===== src/design/skrl_pkg.sv =====
`timescale 1ns / 1ps

package skrl_pkg;

    localparam int TABLE_DEPTH = 1024;
    localparam int KEY_BITS    = 64;

    // Arithmetic width of keys, differences and the step.
    localparam int CALC_BITS = 64;
    localparam int IDX_W     = $clog2(TABLE_DEPTH);
    localparam int CNT_W     = $clog2(TABLE_DEPTH + 1);
    // Signed probe index, which runs from -1 to the entry count.
    localparam int PIDX_W    = CNT_W + 1;

    // Fixed field widths at the ports.
    localparam int ACTION_W      = 2;
    localparam int STATUS_W      = 2;
    localparam int FIELD_KEY_W   = 64;
    localparam int FIRST_INDEX_W = 10;
    localparam int RUN_COUNT_W   = 11;
    localparam int S_TDATA_W     = 136;
    localparam int M_TDATA_W     = 88;

    typedef enum logic [ACTION_W-1:0] {
        ACT_CLEAR  = 2'd0,
        ACT_APPEND = 2'd1,
        ACT_QUERY  = 2'd2,
        ACT_NOP    = 2'd3
    } t_action;

    typedef enum logic [STATUS_W-1:0] {
        ST_DONE  = 2'd0,
        ST_NONE  = 2'd1,
        ST_FULL  = 2'd2
    } t_status;

    typedef enum logic [3:0] {
        CMD_IDLE,
        CMD_LOAD,
        CMD_FULL,
        CMD_EMPTY,
        CMD_APP_WR,
        CMD_APP_FIN,
        CMD_LO_RD,
        CMD_LO_TAKE,
        CMD_HI_RD,
        CMD_HI_TAKE,
        CMD_GUESS,
        CMD_GUESS_TAKE,
        CMD_PROBE,
        CMD_CMP,
        CMD_SRCH_END,
        CMD_RESULT
    } t_cmd;

    typedef struct packed {
        t_action action;
        logic    full;
        logic    empty;
        logic    lo_neg;
        logic    hi_neg;
        logic    guess_div;
        logic    div_busy;
        logic    in_range;
        logic    cmp_stop;
        logic    head_fail;
        logic    tail_mode;
        logic    out_valid;
    } t_dp_status;

    function automatic logic signed [CALC_BITS-1:0] key_ext(input logic [KEY_BITS-1:0] k);
        logic signed [KEY_BITS-1:0] s;
        s = k;
        return CALC_BITS'(s);
    endfunction

endpackage


===== src/design/skrl_ctrl.sv =====
`timescale 1ns / 1ps

module skrl_ctrl (
    input  logic                 i_clk,
    input  logic                 i_rst_n,
    input  logic                 i_s_tvalid,
    output logic                 o_s_tready,
    input  skrl_pkg::t_dp_status i_st,
    output skrl_pkg::t_cmd       o_cmd
);
    import skrl_pkg::*;

    typedef enum logic [3:0] {
        S_IDLE,
        S_DISPATCH,
        S_APP_DIV,
        S_LO,
        S_LO_TAKE,
        S_HI,
        S_HI_TAKE,
        S_GUESS,
        S_GUESS_DIV,
        S_PROBE,
        S_CMP,
        S_SRCH_END,
        S_FINISH
    } t_state;

    t_state r_state;
    t_state n_state;
    logic   r_ready;
    logic   n_ready;

    always_comb begin
        n_state = r_state;
        o_cmd   = CMD_IDLE;
        unique case (r_state)
            S_IDLE: begin
                if (i_s_tvalid && r_ready) begin
                    o_cmd   = CMD_LOAD;
                    n_state = S_DISPATCH;
                end
            end
            S_DISPATCH: begin
                unique case (i_st.action)
                    ACT_APPEND: begin
                        if (i_st.full) begin
                            o_cmd   = CMD_FULL;
                            n_state = S_FINISH;
                        end else begin
                            o_cmd   = CMD_APP_WR;
                            n_state = S_APP_DIV;
                        end
                    end
                    ACT_QUERY: begin
                        if (i_st.empty) begin
                            o_cmd   = CMD_EMPTY;
                            n_state = S_FINISH;
                        end else begin
                            n_state = S_LO;
                        end
                    end
                    default: n_state = S_FINISH;
                endcase
            end
            S_APP_DIV: begin
                if (!i_st.div_busy) begin
                    o_cmd   = CMD_APP_FIN;
                    n_state = S_FINISH;
                end
            end
            S_LO: begin
                if (i_st.lo_neg) begin
                    o_cmd   = CMD_LO_RD;
                    n_state = S_LO_TAKE;
                end else begin
                    n_state = S_HI;
                end
            end
            S_LO_TAKE: begin
                o_cmd   = CMD_LO_TAKE;
                n_state = S_HI;
            end
            S_HI: begin
                o_cmd   = CMD_HI_RD;
                n_state = i_st.hi_neg ? S_HI_TAKE : S_GUESS;
            end
            S_HI_TAKE: begin
                o_cmd   = CMD_HI_TAKE;
                n_state = S_GUESS;
            end
            S_GUESS: begin
                o_cmd   = CMD_GUESS;
                n_state = i_st.guess_div ? S_GUESS_DIV : S_PROBE;
            end
            S_GUESS_DIV: begin
                if (!i_st.div_busy) begin
                    o_cmd   = CMD_GUESS_TAKE;
                    n_state = S_PROBE;
                end
            end
            S_PROBE: begin
                o_cmd   = CMD_PROBE;
                n_state = i_st.in_range ? S_CMP : S_SRCH_END;
            end
            S_CMP: begin
                o_cmd   = CMD_CMP;
                n_state = i_st.cmp_stop ? S_SRCH_END : S_PROBE;
            end
            S_SRCH_END: begin
                o_cmd = CMD_SRCH_END;
                if (!i_st.tail_mode && !i_st.head_fail) begin
                    n_state = S_GUESS;
                end else begin
                    n_state = S_FINISH;
                end
            end
            S_FINISH: begin
                if (!i_st.out_valid) begin
                    o_cmd   = CMD_RESULT;
                    n_state = S_IDLE;
                end
            end
            default: n_state = S_IDLE;
        endcase
        n_ready = (n_state == S_IDLE);
    end

    always_ff @(posedge i_clk) begin
        if (!i_rst_n) begin
            r_state <= S_IDLE;
            r_ready <= 1'b0;
        end else begin
            r_state <= n_state;
            r_ready <= n_ready;
        end
    end

    // Ready is registered; it stays low on the first cycle after reset and
    // otherwise follows the idle state.
    assign o_s_tready = r_ready && (r_state == S_IDLE);

endmodule


===== config.mk =====
export PLATFORM = sky130hd
export DESIGN_NAME = skrl_ctrl
export DESIGN_NICKNAME = d
export VERILOG_FILES = /design/src/design/skrl_pkg.sv /design/src/design/skrl_ctrl.sv
export SDC_FILE = /design/constraint.sdc
export NUM_CORES = 1
export LEC_CHECK = 0
export ABC_AREA = 0
export BUFFER_PORTS_ARGS = -buffer_cell sky130_fd_sc_hd__buf_2
export CORE_ASPECT_RATIO = 1.2
export CORE_MARGIN = 2
export CORE_UTILIZATION = 30
export DETAILED_ROUTE_END_ITERATION = 16
export GPL_TIMING_DRIVEN = 0
export SLEW_MARGIN = 20
export SYNTH_ARGS = -nofsm -noshare
export SYNTH_HDL_FRONTEND = slang
export SYNTH_SLANG_ARGS = --single-unit

===== constraint.sdc =====
create_clock -name i_clk -period 2.3 [get_ports i_clk]
set_input_delay 0.345 -clock i_clk [delete_from_list [all_inputs] [get_ports i_clk]]
set_output_delay 0.345 -clock i_clk [all_outputs]
set_load 0.01 [all_outputs]

; Yosys cells after proc, flatten, opt, wreduce, memory -nomap -nowiden
; Index checks and enable logic that the tools add are counted.
[totals]
latchBits = 0
ram_bits = 0
in_bits = 16
mem_bits_ro = 0
memories = 0
register_bits = 5
out_inout_bits = 5
[op_classes]
reduce_logical = 7
n_bitwise = 0
n_addsub = 0
mux = 23
multipliers = 0
shifts = 0
n_div = 0
eq_ne = 14
magnitude_cmp = 0
[ops]
columns = op, count
row1 = one-hot mux 4 bit (13 select lines), 2
row2 = 2-to-1 mux 4 bit, 9
row3 = equality test 4 bit (second input constant), 5
row4 = equality test 4 x 3 -> 1 bit (second input constant), 4
row5 = 2-to-1 mux 3 bit, 3
row6 = equality test 4 x 2 -> 1 bit (second input constant), 2
row7 = zero test 4 bit, 2
row8 = one-hot mux 4 bit (2 select lines), 1
row9 = one-hot mux 3 bit (2 select lines), 1
row10 = 2-to-1 mux 1 bit, 5
row11 = equality test 4 x 1 -> 1 bit (second input constant), 1
row12 = 2-to-1 mux 2 bit, 2
row13 = logical AND 1 bit, 3
row14 = equality test 2 x 1 -> 1 bit (second input constant), 1
row15 = equality test 2 bit (second input constant), 1
row16 = zero test 1 bit, 2

; Logic depth before layout (Yosys ltp)
; Gate-level depths: netlist (run 1).
[logic_depth]
word_depth = 5
ltp_mapped = 6
mapped_depth_nobuf = 6

; Worst setup path after synthesis (run 1)
; OpenSTA, ideal clock, no wires.
[synth_path]
kind = input port to output port
from = input port i_st[11] in the netlist's numbering
to = output port o_cmd[1]
path_buffers = 0
t_arrival_ps = 1261
stages = 6
t_required_ps = 1955
slack_ps = 694
cell_sequence = inv_1 -> ha_1 -> inv_1 -> and2_1 -> a222oi_1 -> nand2_1
[synth_between]
elab_chain_cells = 3
[synth_rtl]
columns = element, line
row1 = start: declaration, skrl_ctrl.sv:8  ; input skrl_pkg::t_dp_status i_st,
row2 = equality test 2 bit / equality test 2 x 1 -> 1 bit (equally long branches), skrl_ctrl.sv:45  ; unique case (i_st.action)
row3 = one-hot mux 3 bit (2 select lines) *, skrl_ctrl.sv:45
row4 = one-hot mux 4 bit (13 select lines) *, skrl_ctrl.sv:37  ; unique case (r_state)
row5 = end: declaration, skrl_ctrl.sv:9  ; output skrl_pkg::t_cmd o_cmd
; Mark *: on every way between the ends. The rest lies on a longest branch, timed or not.

; Worst setup path in the final report (run 1)
[layout_path]
from = register r_state[1]
to = output port o_cmd[1]
[layout_between]
elab_chain_cells = 2
[layout_rtl]
columns = element, line
row1 = start: declaration, skrl_ctrl.sv:29  ; t_state r_state;
row2 = start signal: assignment, skrl_ctrl.sv:134  ; r_state <= n_state;
row3 = equality test 4 bit (tied with other cells), skrl_ctrl.sv:37
row4 = one-hot mux 4 bit (13 select lines) *, skrl_ctrl.sv:37
; Marks and branches as above.

==> results.txt, run 1 <==
----------------------------------------------------
[Min path]
  WHS Path Cells ... 2
  Critical hold path startpoint ... i_rst_n
  Worst hold path endpoint ... r_state[1]$_SDFF_PN0_
  Class of the tightest hold or removal check ... in -> reg

[Route]
  Number of remaining DRC errors ... 0
  Final wirelength ... roughly 1700 um
  Vias/cell ... 5.163
  Pre-antenna DRT Iters ... 4
  Total via count in the routed design ... 728
  Post-route ant nets ... 0
  Wirelength per Cell ... 12.13 um
  Initial DRC count ... 18

[Yosys]
  Yosys reg bits ... 5
  Mean Syn Cell Area ... approximately 7.4 sq um
  Number of enable-type register cells in the synthesized netlist ... 0
  Syn_nets ... roughly 110
  Synth async-reset ratio ... 0
  Register area share after synthesis ... 0.1553
  Ys Warns ... 0
  Most frequently used flop master after synthesis ... sky130_fd_sc_hd__dfxtp_1
  Number of standard cells after synthesis ... 87
  Post-synthesis instance area ... 644.4 sq um
  Distinct cells, synth ... 45

[Global routing]
  Initial antenna violation count ... 0
  First-pass GRT wire length ... about 2900 um
  Grt ovf ... 0
  Overall routing resource usage ... 0.1517
  Pin count of the biggest net entering global routing ... 11
  Number of global-route vias before repair ... between 700 and 800

[Floorplan]
  Die height ... between 50 and 60 um
  Top-Level Pins ... 21
  Die X-Extent ... approximately 46 um
  Starting Density ... 0.3144
  # rows ... 18
  Placeable core region ... 0.002049 sq mm
  Total die area ... roughly 0.0025 sq mm

[Power and ir drop]
  Worst-case vdd ir drop ... ~0.53 mV
  Leakage ... 0.3539 nW
  Power Density ... 978.2 mW/mm^2
  Clk pwr share ... 0.122
  Switching part of the total ... 0.4598
  Power spent charging and discharging nets ... about 0.00036 W
  Part of the total power dissipated in combinational logic ... 0.714
  Internal power consumption ... approximately 0.00043 W
  Register share of total power ... 0.164

[Timing]
  Actual slew at the worst max-slew pin ... 0.3864 ns
  Upper clock frequency limit ... 492.5 MHz
  Total setup violations reported at the end of the flow ... 0
  Period utilisation layout ... 0.8827
  Max-slew headroom at the worst pin ... 0.7417
  Final Slew Violations ... 0
  Unrepaired setup endpoints after global routing ... false
  Worst clock skew ... 0.003863 ns
  Hold slack final ... around 0.37 ns
  Total count of hold-check failures in the final report ... 0
  Final period demand of the worst path ... around 2.0 ns
  Final setup TNS ... 0 ns
  Final setup slack of the worst path ... 0.2697 ns

[Finish]
  Layout area overhead ... 25.44%
  Fill cell total of the finished layout ... ~210
  Most frequent cells in the layout ... sky130_fd_sc_hd__buf_2 (25), sky130_fd_sc_hd__nand2_1 (8), sky130_fd_sc_hd__nor2b_1 (7), sky130_fd_sc_hd__o21ai_0 (5), sky130_fd_sc_hd__dfxtp_1 (5)
  Number of inserted diodes ... 0
  Proportion of layout cells with a drive suffix above 1 ... 0.2973
  Leading cell type in the layout, fill and taps excluded ... sky130_fd_sc_hd__buf_2
  Total number of nets in the final design ... 130

[Clock network]
  Clock Tree Buf Depth ... 2
  Number of buffers added by the clock tree synthesis step ... 3
  Number of sinks driven by the clock tree ... 5
  Deepest level of the CTS H-tree ... 1
  # resized after CTS ... 0
  Number of buffers inserted by hold repair at cts ... 0
  Worst-Skew Late Latency ... 0.23 ns
  Clock transition at path regs ... ~0.04 ns
  CTS Root Buffer Type ... sky130_fd_sc_hd__clkbuf_4
  TritonCTS clock tree ... done
  Number of setup buffers added after CTS ... 0

[Critical path]
  Arrival time of data at the critical path endpoint ... about 1.7 ns
  Endpoint class of the critical path ... primary output
  Worst reg2reg path startpoint ... r_state[1]$_SDFF_PN0_
  Launching element type of the critical path ... flop
  Count of cells along the worst register-to-register path ... 5
  Critical setup path kind ... reg -> out
  Register-to-register path setup slack ... around 0.85 ns
  Critical Path RT ... 1.96 ns
  Reg2Reg Capture Point ... r_ready$_SDFF_PN0_
  Top fanout value on the critical path ... 10

[Placement]
  Hpwl dp ... roughly 1400 um
  Final estimated routing congestion in global placement ... about 0.76
  Number of port buffers ... 20
  Post-Place Worst Slack ... 0.4505 ns

[Flow run]
  Number of maximum-capacitance violations ... 0

[Status]
  Result of the run ... completed

----------------------------------------------------
## state kept, by name, summed over array words and instances (netlist names)
register  flops
r_state       4
r_ready       1
## layer usage
| metal | wire length, um | part of all wire | vias to the layer above | global-route usage |
|---|---|---|---|---|
| met4 | 17 | 0.0099 | 0 | 0.03810 |
| li1 | - | - | 378 | - |
| met1 | 717 | 0.42 | 329 | 0.1703 |
| met2 | 890 | 0.52 | 18 | 0.2801 |
| met5 | 0 | 0 | - | 0 |
| met3 | 85 | 0.050 | 3 | 0.03630 |
## power groups by stage
stage          Clock [W]  Combinational, W  Sequential [W]
3_3_place_gp           0          0.000558        0.000131
2_1_floorplan          0          0.000415        0.000128
6_report       0.0000965          0.000564        0.000130
3_5_place_dp           0          0.000564        0.000131
4_1_cts         0.000103          0.000568        0.000130
5_1_grt         0.000109          0.000629        0.000132
## through the flow
stage                      power, W    util  area [sq um]  cells
after floorplan           0.0005428       -         644.4     87
after global routing      0.0008691  0.3944         808.3    141
after CTS                 0.0008006  0.3944         808.3    141
after global placement    0.0006892  0.3816         782.0    137
after detailed placement  0.0006950  0.3816         782.0    137
final                     0.0007907  0.3944         808.3    141
## worst max path at each step
stage / to / slack (ns) / from / cells past startpoint
after floorplan: o_cmd[1] / 0.69 / i_st[11] / 6
after global placement: o_cmd[1] / 0.46 / i_st[11] / 8
after detailed placement: o_cmd[1] / 0.45 / i_st[11] / 8
after CTS: o_cmd[2] / 0.28 / r_state[0]$_SDFF_PN0_ / 7
after global routing: o_cmd[1] / 0.12 / r_state[1]$_SDFF_PN0_ / 6
final: o_cmd[1] / 0.27 / r_state[1]$_SDFF_PN0_ / 6
## critical path, stage by stage (launching register included)
cell and delay, ns:
sky130_fd_sc_hd__dfxtp_1 0.42, sky130_fd_sc_hd__buf_4 0.21, sky130_fd_sc_hd__or2_4 0.16, sky130_fd_sc_hd__o21ai_0 0.07, sky130_fd_sc_hd__a222oi_1 0.33, sky130_fd_sc_hd__nand2_1 0.10, sky130_fd_sc_hd__buf_2 0.15
## cells in the mapped netlist, types with 2 or more instances
library cell,instances,area (sq um)
sky130_fd_sc_hd__a22o_1,2,17.52
sky130_fd_sc_hd__a32oi_1,2,17.52
sky130_fd_sc_hd__and2_1,2,12.51
sky130_fd_sc_hd__buf_2,5,25.02
sky130_fd_sc_hd__dfxtp_1,5,100.1
sky130_fd_sc_hd__ha_1,2,25.02
sky130_fd_sc_hd__inv_1,3,11.26
sky130_fd_sc_hd__mux2i_1,2,20.02
sky130_fd_sc_hd__nand2_1,8,30.03
sky130_fd_sc_hd__nand2b_1,2,12.51
sky130_fd_sc_hd__nand3_1,2,10.01
sky130_fd_sc_hd__nor2_1,3,11.26
sky130_fd_sc_hd__nor2b_1,7,43.79
sky130_fd_sc_hd__nor4b_1,2,17.52
sky130_fd_sc_hd__o211ai_1,3,22.52
sky130_fd_sc_hd__o21a_1,2,15.01
sky130_fd_sc_hd__o21ai_0,5,25.02
sky130_fd_sc_hd__o21ai_1,2,10.01
sky130_fd_sc_hd__o22ai_1,2,12.51
## layout make-up
| type | instances | area, sq um | share of cell area |
|---|---|---|---|
| Buffer | 7 | 36.28 | 0.04489 |
| Clock buffer | 4 | 26.28 | 0.03251 |
| Inverter | 4 | 15.01 | 0.01858 |
| Multi-Input combinational cell | 71 | 493.0 | 0.6099 |
| Sequential cell | 5 | 100.1 | 0.1238 |
| Tap cell | 30 | 37.54 | 0.04644 |
| Timing Repair Buffer | 20 | 100.1 | 0.1238 |
## cell families (layout without fill, tap and decap cells)
kind of cell / Yosys count / in the layout / share of synthesized area
AO/OA/AOI/OAI: 32 / 32 / 0.3690
XOR/XNOR: 1 / 1 / 0.01359
adder cells (fa/ha/maj): 2 / 2 / 0.03883
buffers and inverters: 11 / 35 / 0.07960
flip-flops: 5 / 5 / 0.1553
multiplexers: 2 / 2 / 0.03107
AND/OR/NAND/NOR: 34 / 34 / 0.3126
(Power assumes the default switching activity.)
==> run 2, diff against run 1 <==
REMOVE_ABC_BUFFERS = 1   (was default)
clock period = 1.85 ns   (was 2.3 ns; I/O delays follow)
==> results.txt, run 2 (synthesized netlist as in run 1, its figures left out) <==
----------------------------------------------------
[Global routing]
  Initial antenna violation count ... 0 (unchanged)
  Overall routing resource usage ... 0.1418 (-0.009932)
  First-pass GRT wire length ... 2642 um (-7.9%)
  Grt ovf ... 0 (unchanged)
  Number of global-route vias before repair ... 632 (-12%)
  Pin count of the biggest net entering global routing ... 20 (+9)

[Clock network]
  Clock transition at path regs ... 0.04 ns (about the same)
  Deepest level of the CTS H-tree ... 1 (unchanged)
  Number of buffers added by the clock tree synthesis step ... 3 (unchanged)
  Number of sinks driven by the clock tree ... 5 (unchanged)
  Worst-Skew Late Latency ... 0.23 ns (about the same)
  Clock Tree Buf Depth ... 2 (unchanged)
  Number of buffers inserted by hold repair at cts ... 0 (unchanged)
  CTS Root Buffer Type ... sky130_fd_sc_hd__clkbuf_4
  TritonCTS clock tree ... done

[Finish]
  Register bank with the most flops ... r_state
  Leading cell type in the layout, fill and taps excluded ... sky130_fd_sc_hd__buf_2
  Layout area overhead ... 36.89%
  Proportion of layout cells with a drive suffix above 1 ... 0.3772 (+0.07990)
  Total number of nets in the final design ... 133 (+2.3%)
  Largest register FFs ... 4 (unchanged)
  Final core utilization ... 0.4304 (+0.03602)
  Number of inserted diodes ... 0 (unchanged)
  Registers with the most flip-flops ... r_state: 4 flops, r_ready: 1 flops
  Most frequent cells in the layout ... sky130_fd_sc_hd__buf_2 (21), sky130_fd_sc_hd__nand2_1 (7), sky130_fd_sc_hd__nor2b_1 (7), sky130_fd_sc_hd__buf_4 (7)

[Timing]
  Total setup violations reported at the end of the flow ... 0 (unchanged)
  Max-slew headroom at the worst pin ... 0.7430 (+0.001290)
  Final setup slack of the worst path ... 0.06525 ns (-0.2044 ns)
  Worst clock skew ... 0.0008216 ns (-0.003041 ns)
  Actual slew at the worst max-slew pin ... 0.3801 ns (-0.006280 ns)
  Final Slew Violations ... 0 (unchanged)
  Hold slack final ... 0.2954 ns (-0.07175 ns)
  Period utilisation layout ... 0.9647
  Total count of hold-check failures in the final report ... 0 (unchanged)
  Final period demand of the worst path ... ~1.8 ns
  Upper clock frequency limit ... roughly 560 MHz

[Placement]
  Hpwl dp ... 1218 um (-13%)
  Final estimated routing congestion in global placement ... 0.8483 (+12%)
  Post-Place Worst Slack ... -0.04340 ns (-0.4939 ns)
  Number of port buffers ... 20 (unchanged)

[Critical path]
  Launching element type of the critical path ... flop
  Critical Path RT ... 1.57 ns (-0.39 ns)
  Arrival time of data at the critical path endpoint ... 1.51 ns (-0.18 ns)
  Endpoint class of the critical path ... primary output
  Register-to-register path setup slack ... 0.41 ns (-0.44 ns)
  Critical setup path kind ... reg -> out
  Top fanout value on the critical path ... 8 (-2)

[Floorplan]
  Starting Density ... 0.3144 (unchanged)
  Die X-Extent ... 46.31 um (unchanged)
  Total die area ... 0.002536 sq mm (unchanged)
  Placeable core region ... 0.002049 sq mm (unchanged)
  Die height ... 54.77 um (unchanged)
  # rows ... 18 (unchanged)
  Top-Level Pins ... 21 (unchanged)

[Power and ir drop]
  Leakage ... 0.3957 nW (+12%)
  Tot Pwr ... 0.001092 W (+38%)
  Worst-case vdd ir drop ... 0.7200 mV (+36%)
  Power Density ... 1238 mW/mm^2 (+27%)

[Route]
  Initial DRC count ... 16 (-2)
  Final wirelength ... 1893 um (+11%)
  Vias/cell ... 5.472 (+6.0%)
  Number of remaining DRC errors ... 0 (unchanged)
  Pre-antenna DRT Iters ... 4 (unchanged)
  Total via count in the routed design ... 788 (+8.2%)
  Post-route ant nets ... 0 (unchanged)
  Wirelength per Cell ... 13.15 um (+8.3%)

[Flow run]
  Number of maximum-capacitance violations ... 0 (unchanged)

[Min path]
  Class of the tightest hold or removal check ... in -> reg

[Status]
  Result of the run ... completed

----------------------------------------------------
[run 2: cell types whose count changed in the layout (fill, tap and decap cells not counted), sizes merged]
cell / change
buf: +2
clkbuf: +1
[run 2: final timing paths]
kind                      endpoint             startpoint  cells after the start
max                       o_cmd[1]  r_state[0]$_SDFF_PN0_                      5
min          r_state[2]$_SDFF_PN0_                i_rst_n                      2
max reg2reg  r_state[0]$_SDFF_PN0_  r_state[1]$_SDFF_PN0_                      5
min reg2reg  r_state[2]$_SDFF_PN0_  r_state[0]$_SDFF_PN0_                      4
[run 2: power by group]
part | total (W) | switching (W) | internal, W
logic | 0.000710 | 0.000350 | 0.000360
clock network | 0.000120 | 0.0000391 | 0.0000812
registers | 0.000262 | 0.0000971 | 0.000165
total | 0.00109 | 0.000486 | 0.000606
[run 2: layer usage]
layer,wire length [um],global-route usage,vias to the layer above
li1,-,-,393
met1,792,0.1804,367
met2,954,0.2361,28
met3,146,0.02970,0
met4,0,0.04286,0
met5,0,0,-
[run 2: critical path, stage by stage (launching register included)]
cell and delay, ns:
sky130_fd_sc_hd__dfxtp_4 0.37, sky130_fd_sc_hd__nor4b_4 0.15, sky130_fd_sc_hd__and2_4 0.16, sky130_fd_sc_hd__a222oi_1 0.36
sky130_fd_sc_hd__nand2_1 0.08, sky130_fd_sc_hd__buf_2 0.15
[run 2: stage by stage]
stage	cell area [sq um]	cells	setup TNS (ns)
5_1_grt	882.1	144	-0.003226
3_5_place_dp	745.7	130	-0.06594
6_report	882.1	144	0
2_1_floorplan	608.1	80	0
3_3_place_gp	745.7	130	-0.02374
4_1_cts	795.8	134	0
[run 2: area by class of cell]
type | count | area [sq um]
fillers | 231 | 1167
multi-input cells | 71 | 511.7
repair buffers | 30 | 176.4
flip-flops and latches | 5 | 115.1
well taps | 30 | 37.54
clock buffers | 4 | 26.28
inverters | 4 | 15.01
[run 2: repair_timing]
| item | CTS | global route |
|---|---|---|
| endpoints found under the setup margin | 4 | 2 |
| resized for setup | 9 | 7 |
| buffers inserted | 0 | 10 |
| pin swaps | 0 | 3 |
